## config.mk

```make
export PLATFORM = sky130hd
export DESIGN_NAME = cwq_ram
export DESIGN_NICKNAME = d
export VERILOG_FILES = /design/src/hdl/coalescing_write_command_queue_defines.svh /design/src/hdl/cwq_ram.sv
export SDC_FILE = /design/constraint.sdc
export NUM_CORES = 1
export LEC_CHECK = 0
export ABC_AREA = 1
export ABC_CLOCK_PERIOD_IN_PS = 1800
export BUFFER_PORTS_ARGS = -buffer_cell sky130_fd_sc_hd__buf_2
export CAP_MARGIN = 30
export CORE_MARGIN = 3
export CORE_UTILIZATION = 58
export DETAILED_ROUTE_END_ITERATION = 10
export GPL_TIMING_DRIVEN = 0
export PLACE_DENSITY = 0.79
export SLEW_MARGIN = 25
export SYNTH_ARGS = -nofsm -noshare
export SYNTH_HDL_FRONTEND = slang
export SYNTH_SLANG_ARGS = --single-unit
```

## constraint.sdc

```tcl
create_clock -name clk -period 1.8 [get_ports clk]
set_input_delay 0.18 -clock clk [delete_from_list [all_inputs] [get_ports clk]]
set_output_delay 0.18 -clock clk [all_outputs]
set_load 0.03 [all_outputs]
```

## src/hdl/coalescing_write_command_queue_defines.svh

```systemverilog
// Assertion macros shared by the coalescing write command queue
`ifndef COALESCING_WRITE_COMMAND_QUEUE_DEFINES_SVH
`define COALESCING_WRITE_COMMAND_QUEUE_DEFINES_SVH

// Condition that holds on every clock edge out of reset
`define CWQ_ASSERT_HOLDS(lbl, cond, msg) \
  lbl: assert property (@(posedge clk) disable iff (!rst_n) (cond)) else $error(msg);

// Consequence in the same cycle
`define CWQ_ASSERT_IMPL(lbl, ante, cons, msg) \
  lbl: assert property (@(posedge clk) disable iff (!rst_n) (ante) |-> (cons)) else $error(msg);

// Consequence in the next cycle
`define CWQ_ASSERT_NEXT(lbl, ante, cons, msg) \
  lbl: assert property (@(posedge clk) disable iff (!rst_n) (ante) |=> (cons)) else $error(msg);

`endif

```

## src/hdl/cwq_ram.sv

```systemverilog
// Generic single write port, single read port RAM with registered read
module cwq_ram #(
  parameter int WIDTH = 16,
  parameter int DEPTH = 16
) (
  input  logic                     clk,
  input  logic                     we,
  input  logic [$clog2(DEPTH)-1:0] waddr,
  input  logic [WIDTH-1:0]         wdata,
  input  logic                     re,
  input  logic [$clog2(DEPTH)-1:0] raddr,
  output logic [WIDTH-1:0]         rdata
);

  logic [WIDTH-1:0] mem [DEPTH];

  always_ff @(posedge clk) begin
    if (we) begin
      mem[waddr] <= wdata;
    end
    if (re) begin
      rdata <= mem[raddr];
    end
  end

endmodule

```

### After elaboration in Yosys (flattened, before gate mapping)

Memory sizes are Yosys's and may differ from the RTL's. A register that Yosys moved wholly into a read port is not among the register bits.
Cells that the tools add are included.

* register bits after elaboration: 0
* RAM bits: 256
* input bits: 27
* output and inout bits: 16
* logic and storage cells: 3
* memories: 1

Memory list
* mem: depth 16, width 16, read ports 1, clocked after memory_dff 1, write ports 1, RTL line cwq_ram.sv:15 `logic [WIDTH-1:0] mem [DEPTH];`

* muxes and demuxes: 2

Operators with widths (number)
* $mux 1: 2

### Logic depth before layout (Yosys ltp)

* depth in word-level cells: 2
* mapped depth: 9

### Worst setup path after synthesis

Ideal clock, no wire load.

* path kind: input-to-reg
* start: in waddr[2]
* end: mem mem[10][0], enable pin
* library setup time: 0.388 ns
* arrival: 1.091 ns
* path slack: 0.320 ns
* stages: 2
* buffers on the path: 0
* path through: nand3b_1 -> nor2_1

RTL lines
* from (decl): RTL line cwq_ram.sv:8 `input logic [$clog2(DEPTH)-1:0] waddr,`
* to (decl): RTL line cwq_ram.sv:15

Straight into the memory's write port.

### Worst setup path after layout

* start: reg rdata[8] (read register of mem)
* end: out rdata[8]

RTL lines
* from (decl): RTL line cwq_ram.sv:12 `output logic [WIDTH-1:0] rdata`

No word-level cell between the ends.

==> qor.txt <==
Filler Cells Inserted: 1321
HP Class: input port to register
number of buffer and inverter instances along the worst setup path: 1
worst-skew pair later-pin latency: 0.54 ns
final-report max-slew violation count: 0
Period Utilization, post-route: 74.2%
worst slew pin tran: 0.912 ns
Hold Crit Start: wdata[15]
total met3 wirelength after detailed routing: 3590 µm
worst endpoint required time: 1.62 ns
TritonCTS sink count: 272
grt total ovfl: 0
Syn. warnings: 0
number of antenna violations at the first check in global routing: 0
average routed wire per standard cell: 21.6 µm
global-route wire length before repair: 46300 µm
cells resized by post-CTS repair: 0
most common cell after layout, fill and taps aside: sky130_fd_sc_hd__nand2_1
Final setup viols: 0
number of distinct library cells after synthesis: 12
RSZ-0062 raised after global routing: no
source of the critical timing path: rdata[8]
routed wl met2: 14600 µm
CTS HTree Levels: 1
cells along the critical path: buf_2
share of cells above drive strength 1: 12.8%
number of global-route vias before repair: 8107
standard-cell rows: 50
routed length on met1: 11000 µm
Final Cell Area: 13300 µm²
post-route ant nets: 0
crit path max fanout: 1
initial cell density of the core: 60.3%
clock slew seen by the registers of the worst setup and hold paths: 0.07 ns
hpwl dp: 19900 µm
IO Port Bufs: 40
beginning of the worst register-to-register path: mem[4][6]
total CTS buffers: 28
fmax: 749 MHz
total wirelength of the detailed-routed design: 31000 µm
final critical delay including setup and external delays: 1.34 ns
Synth-to-Final Area Change: 14.9%
placeable core region: 19100 µm²
vertical die dimension: 147 µm
largest net degree at the start of global routing: 17
root buf cell: sky130_fd_sc_hd__clkbuf_16
arrival time at the worst endpoint: 1.16 ns
cell with the largest stage delay on the worst path: sky130_fd_sc_hd__edfxtp_1
global-route usage over all layers: 28.7%
First DRT Iteration DRCs: 1157
Mapped Nets: 1101
critical setup path kind: register to primary output
Static Leak: 0.00569 µW
antenna diode count: 0
area share of the largest cell type after synthesis: 70.8%
Synth Register Bits: 272
total via count in the routed design: 8246
number of design rule violations left after detail routing: 0
post-DR vias/cell: 5.73
Total Die Area: 21600 µm²
maximum resistive drop on vdd: 0.839 mV
Maximum Capacitance Violations: 0
Synth Area per Inst: 10.7 µm²
highest routed layer: met4
count of TritonRoute iterations in the first routing pass: 6
synthesized area: 11500 µm²
overall power after layout: 14200 µW
proportion of synthesized chip area in sequential cells: 70.8%
dominant cell type by area after synthesis: sky130_fd_sc_hd__edfxtp_1
Setup Fix Bufs, Post-CTS: 0
sort of element at the start of the critical path: register
instance area after placement: 12300 µm²
Area contributors post-synth: sky130_fd_sc_hd__edfxtp_1 (71%), sky130_fd_sc_hd__nand2_1 (11%), sky130_fd_sc_hd__nand3_1 (8.4%)
commonest non-fill, non-tap cells in the layout: sky130_fd_sc_hd__nand2_1 (341), sky130_fd_sc_hd__edfxtp_1 (272), sky130_fd_sc_hd__inv_1 (196)
NumNets Final: 1185
Worst path top cell family by delay: flip-flops
total I/O pin count: 43
run status: completed
number of buffers on the longest clock path: 3
count of hold-fix buffers inserted at cts: 0
cells after synthesis: 1074
maximum clock skew at final layout: 0.00796 ns
power density over cell area: 1070 nW/µm²
endpoint kind of the worst setup timing path: primary output
final estimated routing congestion in global placement: 0.954
final hold vios: 0
slowest cell delay on critical path: 0.41 ns
TritonCTS clock tree: done
slew margin rel.: 39.1%
overall die width: 147 µm
logic make-up after synthesis:
group                  Yosys count  share of synthesized area [%]
buffers and inverters          249                           9.09
AND/OR/NAND/NOR                553                           20.1
flip-flops                     272                           70.8
cell type report:
cell class / count / area, µm² / share of cell area, %
buffer: 51 / 305 / 2.30
multi-input combinational: 553 / 2370 / 17.9
inverter: 198 / 743 / 5.60
sequential: 272 / 8170 / 61.6
clock inverter: 17 / 213 / 1.60
clock buffer: 34 / 744 / 5.61
tap: 260 / 325 / 2.45
timing repair buffer: 54 / 395 / 2.98
metal layers:
metal	GRT usage, %	up-vias
met4	14.3	0
met2	46.7	624
met1	37.2	3842
met3	6.01	135
li1	-	3645
met5	0	-
worst paths after layout:
path | endpoint | slack, ns | cells past startpoint
setup / recovery | rdata[8] | 0.46 | 1
hold / removal | mem[9][15] | 0.03 | 1
setup reg to reg | rdata[6] | 0.48 | 6
hold reg to reg | rdata[9] | 0.76 | 6
registers in the layout (all words and copies together) (netlist names):
| name | cells |
|---|---|
| rdata | 16 |
| mem | 256 |
power by group:
group	internal, µW	switching [µW]
registers	7130	38.6
logic	262	756
clock network	3650	2390
cell usage after synthesis, drive strengths merged:
master,count
clkbuf,10
edfxtp,272
nand2,341
nand3b,2
buf,41
nand3,193
inv,198
nor2,17
stage by stage:
| step | instances | TNS (ns) | hold slack, ns | setup slack (ns) | utilization (%) |
|---|---|---|---|---|---|
| 3_3_place_gp | 1374 | -104.02 | 0.576 | -0.523 | 63.0 |
| 5_1_grt | 1439 | 0 | 0.0386 | 0.431 | 69.3 |
| 3_5_place_dp | 1388 | -0.328 | 0.580 | -0.0212 | 64.3 |
| 6_report | 1439 | 0 | 0.0335 | 0.464 | 69.3 |
| 2_1_floorplan | 1074 | 0 | 0.279 | 0.320 | - |
| 4_1_cts | 1439 | 0 | 0.0213 | 0.460 | 69.3 |
Power figures use the tool's default switching activity.
