## config.mk

```make
export PLATFORM = sky130hd
export DESIGN_NAME = cwq_obuf
export DESIGN_NICKNAME = d
export VERILOG_FILES = /design/src/hdl/coalescing_write_command_queue_defines.svh /design/src/hdl/cwq_pkg.sv /design/src/hdl/cwq_obuf.sv
export SDC_FILE = /design/constraint.sdc
export NUM_CORES = 1
export LEC_CHECK = 0
export ABC_AREA = 1
export BUFFER_PORTS_ARGS = -buffer_cell sky130_fd_sc_hd__buf_2
export CORE_ASPECT_RATIO = 0.6
export CORE_MARGIN = 3
export CORE_UTILIZATION = 36
export DETAILED_ROUTE_END_ITERATION = 16
export GPL_TIMING_DRIVEN = 0
export PLACE_DENSITY_LB_ADDON = 0.05
export SLEW_MARGIN = 30
export SYNTH_ARGS = -nofsm -noshare
export SYNTH_HDL_FRONTEND = slang
export SYNTH_SLANG_ARGS = --single-unit
```

## constraint.sdc

```tcl
create_clock -name clk -period 0.8 [get_ports clk]
set_input_delay 0.12 -clock clk [delete_from_list [all_inputs] [get_ports clk]]
set_output_delay 0.12 -clock clk [all_outputs]
set_load 0.01 [all_outputs]
```

## src/hdl/coalescing_write_command_queue_defines.svh

```systemverilog
// Assertion macros shared by the coalescing write command queue
`ifndef COALESCING_WRITE_COMMAND_QUEUE_DEFINES_SVH
`define COALESCING_WRITE_COMMAND_QUEUE_DEFINES_SVH

// Condition that holds on every clock edge out of reset
`define CWQ_ASSERT_HOLDS(lbl, cond, msg) \
  lbl: assert property (@(posedge clk) disable iff (!rst_n) (cond)) else $error(msg);

// Consequence in the same cycle
`define CWQ_ASSERT_IMPL(lbl, ante, cons, msg) \
  lbl: assert property (@(posedge clk) disable iff (!rst_n) (ante) |-> (cons)) else $error(msg);

// Consequence in the next cycle
`define CWQ_ASSERT_NEXT(lbl, ante, cons, msg) \
  lbl: assert property (@(posedge clk) disable iff (!rst_n) (ante) |=> (cons)) else $error(msg);

`endif

```

## src/hdl/cwq_pkg.sv

```systemverilog
// Shared types and codes of the coalescing write command queue
package cwq_pkg;

  localparam logic OP_PUSH = 1'b0;
  localparam logic OP_POP  = 1'b1;

  localparam logic [2:0] ST_APPENDED = 3'd0;
  localparam logic [2:0] ST_MERGED   = 3'd1;
  localparam logic [2:0] ST_FULL     = 3'd2;
  localparam logic [2:0] ST_BADCOUNT = 3'd3;
  localparam logic [2:0] ST_EMPTY    = 3'd4;
  localparam logic [2:0] ST_POPPED   = 3'd5;

  typedef struct packed {
    logic        opcode;
    logic [15:0] reg_address;
    logic [7:0]  word_count;
    logic [1:0]  write_mode;
    logic [15:0] data_word;
    logic        word_last;
    logic        merge_ok;
  } cwq_in_t;

  typedef struct packed {
    logic [2:0]  status;
    logic [15:0] out_address;
    logic [7:0]  out_count;
    logic [1:0]  out_mode;
    logic [15:0] out_word;
    logic        out_last;
    logic [4:0]  occupancy;
  } cwq_out_t;

endpackage

```

## src/hdl/cwq_obuf.sv

```systemverilog
// Output register stage of the result channel
module cwq_obuf (
  input  logic             clk,
  input  logic             rst_n,
  input  logic             ld,
  input  cwq_pkg::cwq_out_t ld_data,
  output logic             free,
  output logic             out_valid,
  input  logic             out_ready,
  output cwq_pkg::cwq_out_t out_data
);
  import cwq_pkg::*;

  logic     valid_r;
  logic     valid_nxt;
  cwq_out_t data_r;

  assign free      = !valid_r || out_ready;
  assign out_valid = valid_r;
  assign out_data  = data_r;

  always_comb begin
    valid_nxt = valid_r;
    if (ld) begin
      valid_nxt = 1'b1;
    end else if (out_ready) begin
      valid_nxt = 1'b0;
    end
  end

  always_ff @(posedge clk) begin
    if (!rst_n) begin
      valid_r <= 1'b0;
    end else begin
      valid_r <= valid_nxt;
    end
  end

  always_ff @(posedge clk) begin
    if (ld) begin
      data_r <= ld_data;
    end
  end

endmodule

```

Yosys cells after proc, flatten, opt, wreduce, memory -nomap -nowiden
Cells that the tools add are included.
{"block": "totals", "out_inout_bits": 53, "word_cells": 13, "ff_bits": 52, "inputBits": 55}
{"block": "classes", "n_mux": 2, "reduce_logical": 3}
{"op": "1-bit 2-to-1 mux", "n": 2}
{"op": "2-bit nonzero test", "n": 1}
{"op": "1-bit zero test", "n": 1}
{"op": "1-bit logical OR", "n": 1}

Depth between registers and ports, before layout
{"block": "depth", "depth_word": 2, "ltp_mapped": 3, "mapped_depth_nobuf": 3}

Least setup slack after synthesis
No wires, ideal clock.
{"block": "synth_path", "path_kind": "flip-flop to flip-flop", "from": "reg out_valid (netlist name)", "to": "reg valid_r, in the netlist out_valid", "path_slack_ps": 163, "required_time_ps": 734, "path_stages_with_launch": 3, "arrival_ps": 571, "setup_time_ps": 66, "cell_sequence": "dfxtp_1 nand2_2 a21oi_2"}
{"element": "end signal, assigned", "line": "cwq_obuf.sv:35", "source": "valid_r <= valid_nxt;"}
{"element": "end, declared", "line": "cwq_obuf.sv:14", "source": "logic valid_r;"}

Worst setup path in the final report
{"block": "layout_path", "from": "reg data_r, in the netlist out_data[13]", "to": "out out_data[13] in the netlist's numbering"}
{"element": "start, declared", "line": "cwq_obuf.sv:16", "source": "cwq_out_t data_r;"}
{"element": "start signal, assigned", "line": "cwq_obuf.sv:41", "source": "data_r <= ld_data;"}
{"element": "end, declared", "line": "cwq_obuf.sv:10", "source": "output cwq_pkg::cwq_out_t out_data"}
No word-level cell between the ends.

==> results by group <==
Clock tree
  • Bufs on Longest Clock Path: 2
  • CTS H-tree depth: 2
  • Worst skew pair latency: a little under 0.3 ns
  • TritonCTS clock tree: built
  • CTS root buf: clkbuf_8
  • Worst-path clk slew: ~0.080 ns
  • TritonCTS Buffers: 5
  • CTS Sinks: 52

Die
  • Core footprint: 0.00394 mm2
  • Die area: between 0.005 and 0.006 mm2
  • DIE HEIGHT: between 50 and 60 um
  • Die W: ~90 um
  • Ports: about 110
  • # rows: 17
  • Initial core utilization: between 40% and 50%

Worst setup path
  • CP Launch Type: flip-flop
  • Crit path kind: flip-flop to primary output
  • CP max-delay cell: edfxtp_1
  • Worst Path Arrival: 0.84 ns
  • Crit-path leading delay family: flip-flops
  • Bufs and invs on worst path: 1
  • Crit-path max cell delay: 0.39 ns
  • Critical Path RT: just under 0.7 ns
  • Endpoint type of the worst setup path: primary output
  • Worst-path fanout max: 1
  • Cell breakdown of the critical path: buf_2

Min path
  • Worst min path class: input pin to flip-flop

Route
  • Routed WL: between 3000 and 4000 um
  • Initial DRT Pass Iterations: 4
  • DRC viols: 0
  • Detailed Route Iter0 Violations: 52
  • Vias: between 1000 and 1500
  • DR WL/cell: 13.6 um
  • Antenna Violating Nets Remaining: 0
  • Vias per cell: ~4.0

Cells and area
  • Final nets: 278
  • Most common cell after layout, fill and taps aside: buf_2
  • Area Growth Syn to Fin: 77.9%
  • Post-route design area: ~0.0028 mm2
  • Filler Cell Count: 272
  • Fraction of layout cells with a size suffix above 1: between 50% and 60%
  • Diode count: 0
  • Most frequent cells in the layout: buf_2, dlygate4sd3_1, edfxtp_1

Synthesis
  • #FFs+latches synth: between 50 and 60
  • Mapped Nets: around 110
  • Netlist cell types: 5
  • Post-synthesis sequential area ratio: a little over nine tenths
  • Yosys Warn Count: 0
  • Mean Syn Cell Area: between 20 and 30 um2
  • Synthesized area: approximately 0.0016 mm2
  • Syn Inst Count: between 50 and 60

Global routing
  • Global route overflow: 0
  • GRT Overall Usage: between 10% and 20%
  • Antenna violations before repair: 0
  • Number of global-route vias before repair: 1152
  • Largest net degree at the start of global routing: 53
  • First-pass GRT wire length: between 5000 and 6000 um

STA
  • Worst hold margin: just under 0.04 ns
  • Setup tns final: -6.42 ns
  • Minimum clock period: about 0.96 ns
  • Relative slew margins: between 50 and 60%
  • Slew Viols, Final: 0
  • Final worst slack: -0.161 ns
  • Final critical-path share of the clock period: 120%
  • Max Fclk: approximately 1000 MHz
  • Clk_skew: 0 ns
  • Fin. Hold Viols: 0
  • Slew @ Worst Pin: just over 0.6 ns
  • # setup viols final: 53
  • RSZ-0062 raised after global routing: yes

Job
  • MaxCap Viol Count: 0

Pwr
  • Switching pwr: around 1.1 mW
  • Sw frac: a little over a fifth
  • Clock network fraction of total power: between 20% and 30%
  • LEAKAGE: approximately 1.2 nW
  • Pwr/cell area: ~1900 mW/mm2
  • Internal power: around 4.2 mW
  • Sequential power share: between 60% and 70%
  • Comb pwr share: between 10% and 20%
  • Peak supply drop: approximately 0.0011 V

Placed design
  • Detailed placement HPWL: between 2000 and 2500 um
  • # port buffers: between 100 and 150
  • Gp weighted congestion: roughly 0.63
  • Area post-placement: between 0.002 and 0.0025 mm2

Status
  • Status: finished, violations left
  • Failing checks: setup timing
per-layer routing:
metal	GRT usage, %	wire length [um]	vias up
li1	-	-	553
met4	6.01	48	0
met1	17.3	1490	499
met2	25.5	1950	64
met3	6.19	350	4
met5	0	0	-
cells in the mapped netlist:
library cell	number	area [um2]
nand2_2	1	6.26
inv_1	3	11.3
dfxtp_1	1	20.0
a21oi_2	1	8.76
edfxtp_1	51	1530
cells by family (layout without fill, tap and decap cells):
group / count (synthesis) / in the layout / share of synthesized area (%)
AOI/OAI and AO/OA: 1 / 1 / 0.555
buffers and inverters: 3 / 170 / 0.714
DFF: 52 / 52 / 98.3
and+or+nand+nor: 1 / 1 / 0.397
cell type report:
type | count | area, um2 | area share, %
Sequential cell | 52 | 1550 | 55.3
Timing Repair Buffer | 159 | 1070 | 38.3
Clock buffer | 7 | 76.3 | 2.72
Tap cell | 57 | 71.3 | 2.54
Multi-Input combinational cell | 2 | 15.0 | 0.535
Inverter | 3 | 11.3 | 0.401
Clock inverter | 1 | 5.00 | 0.178
stage by stage:
stage | std cells | util (%) | power, mW | worst slack (ns)
4_1_cts | 279 | 70.6 | 5.40 | -0.171
3_3_place_gp | 221 | 55.5 | 3.83 | -0.523
5_1_grt | 281 | 71.3 | 5.64 | -0.219
6_report | 281 | 71.3 | 5.38 | -0.161
3_5_place_dp | 221 | 55.6 | 3.84 | -0.238
2_1_floorplan | 57 | - | 3.47 | 0.163
repair_timing:
action	in CTS	in global routing
resized for setup	2	2
endpoints found under the setup margin	53	53
pin swaps	1	1
hold buffers	50	1
setup buffers	0	1
endpoints found under the hold margin	50	1
worst paths after layout:
check                                   from           end  slack, ns  cells past startpoint
worst max-delay path            out_data[13]  out_data[13]      -0.16                      1
worst min-delay path                   rst_n     out_valid       0.04                      3
worst max register to register     out_valid     out_valid       0.10                      3
worst min register to register     out_valid     out_valid       0.58                      3
state kept, by name, summed over array words and instances, names as in the netlist:
register   cells
out_valid      1
out_data      51
power by group through the flow:
stage / Clock [mW] / Sequential, mW / Combinational (mW)
CTS: 1.43 / 3.27 / 0.705
detailed placement: 0 / 3.33 / 0.514
floorplan: 0 / 3.46 / 0.0100
global placement: 0 / 3.33 / 0.506
global route: 1.56 / 3.29 / 0.783
finish: 1.38 / 3.28 / 0.723
(Power assumes the default switching activity.)
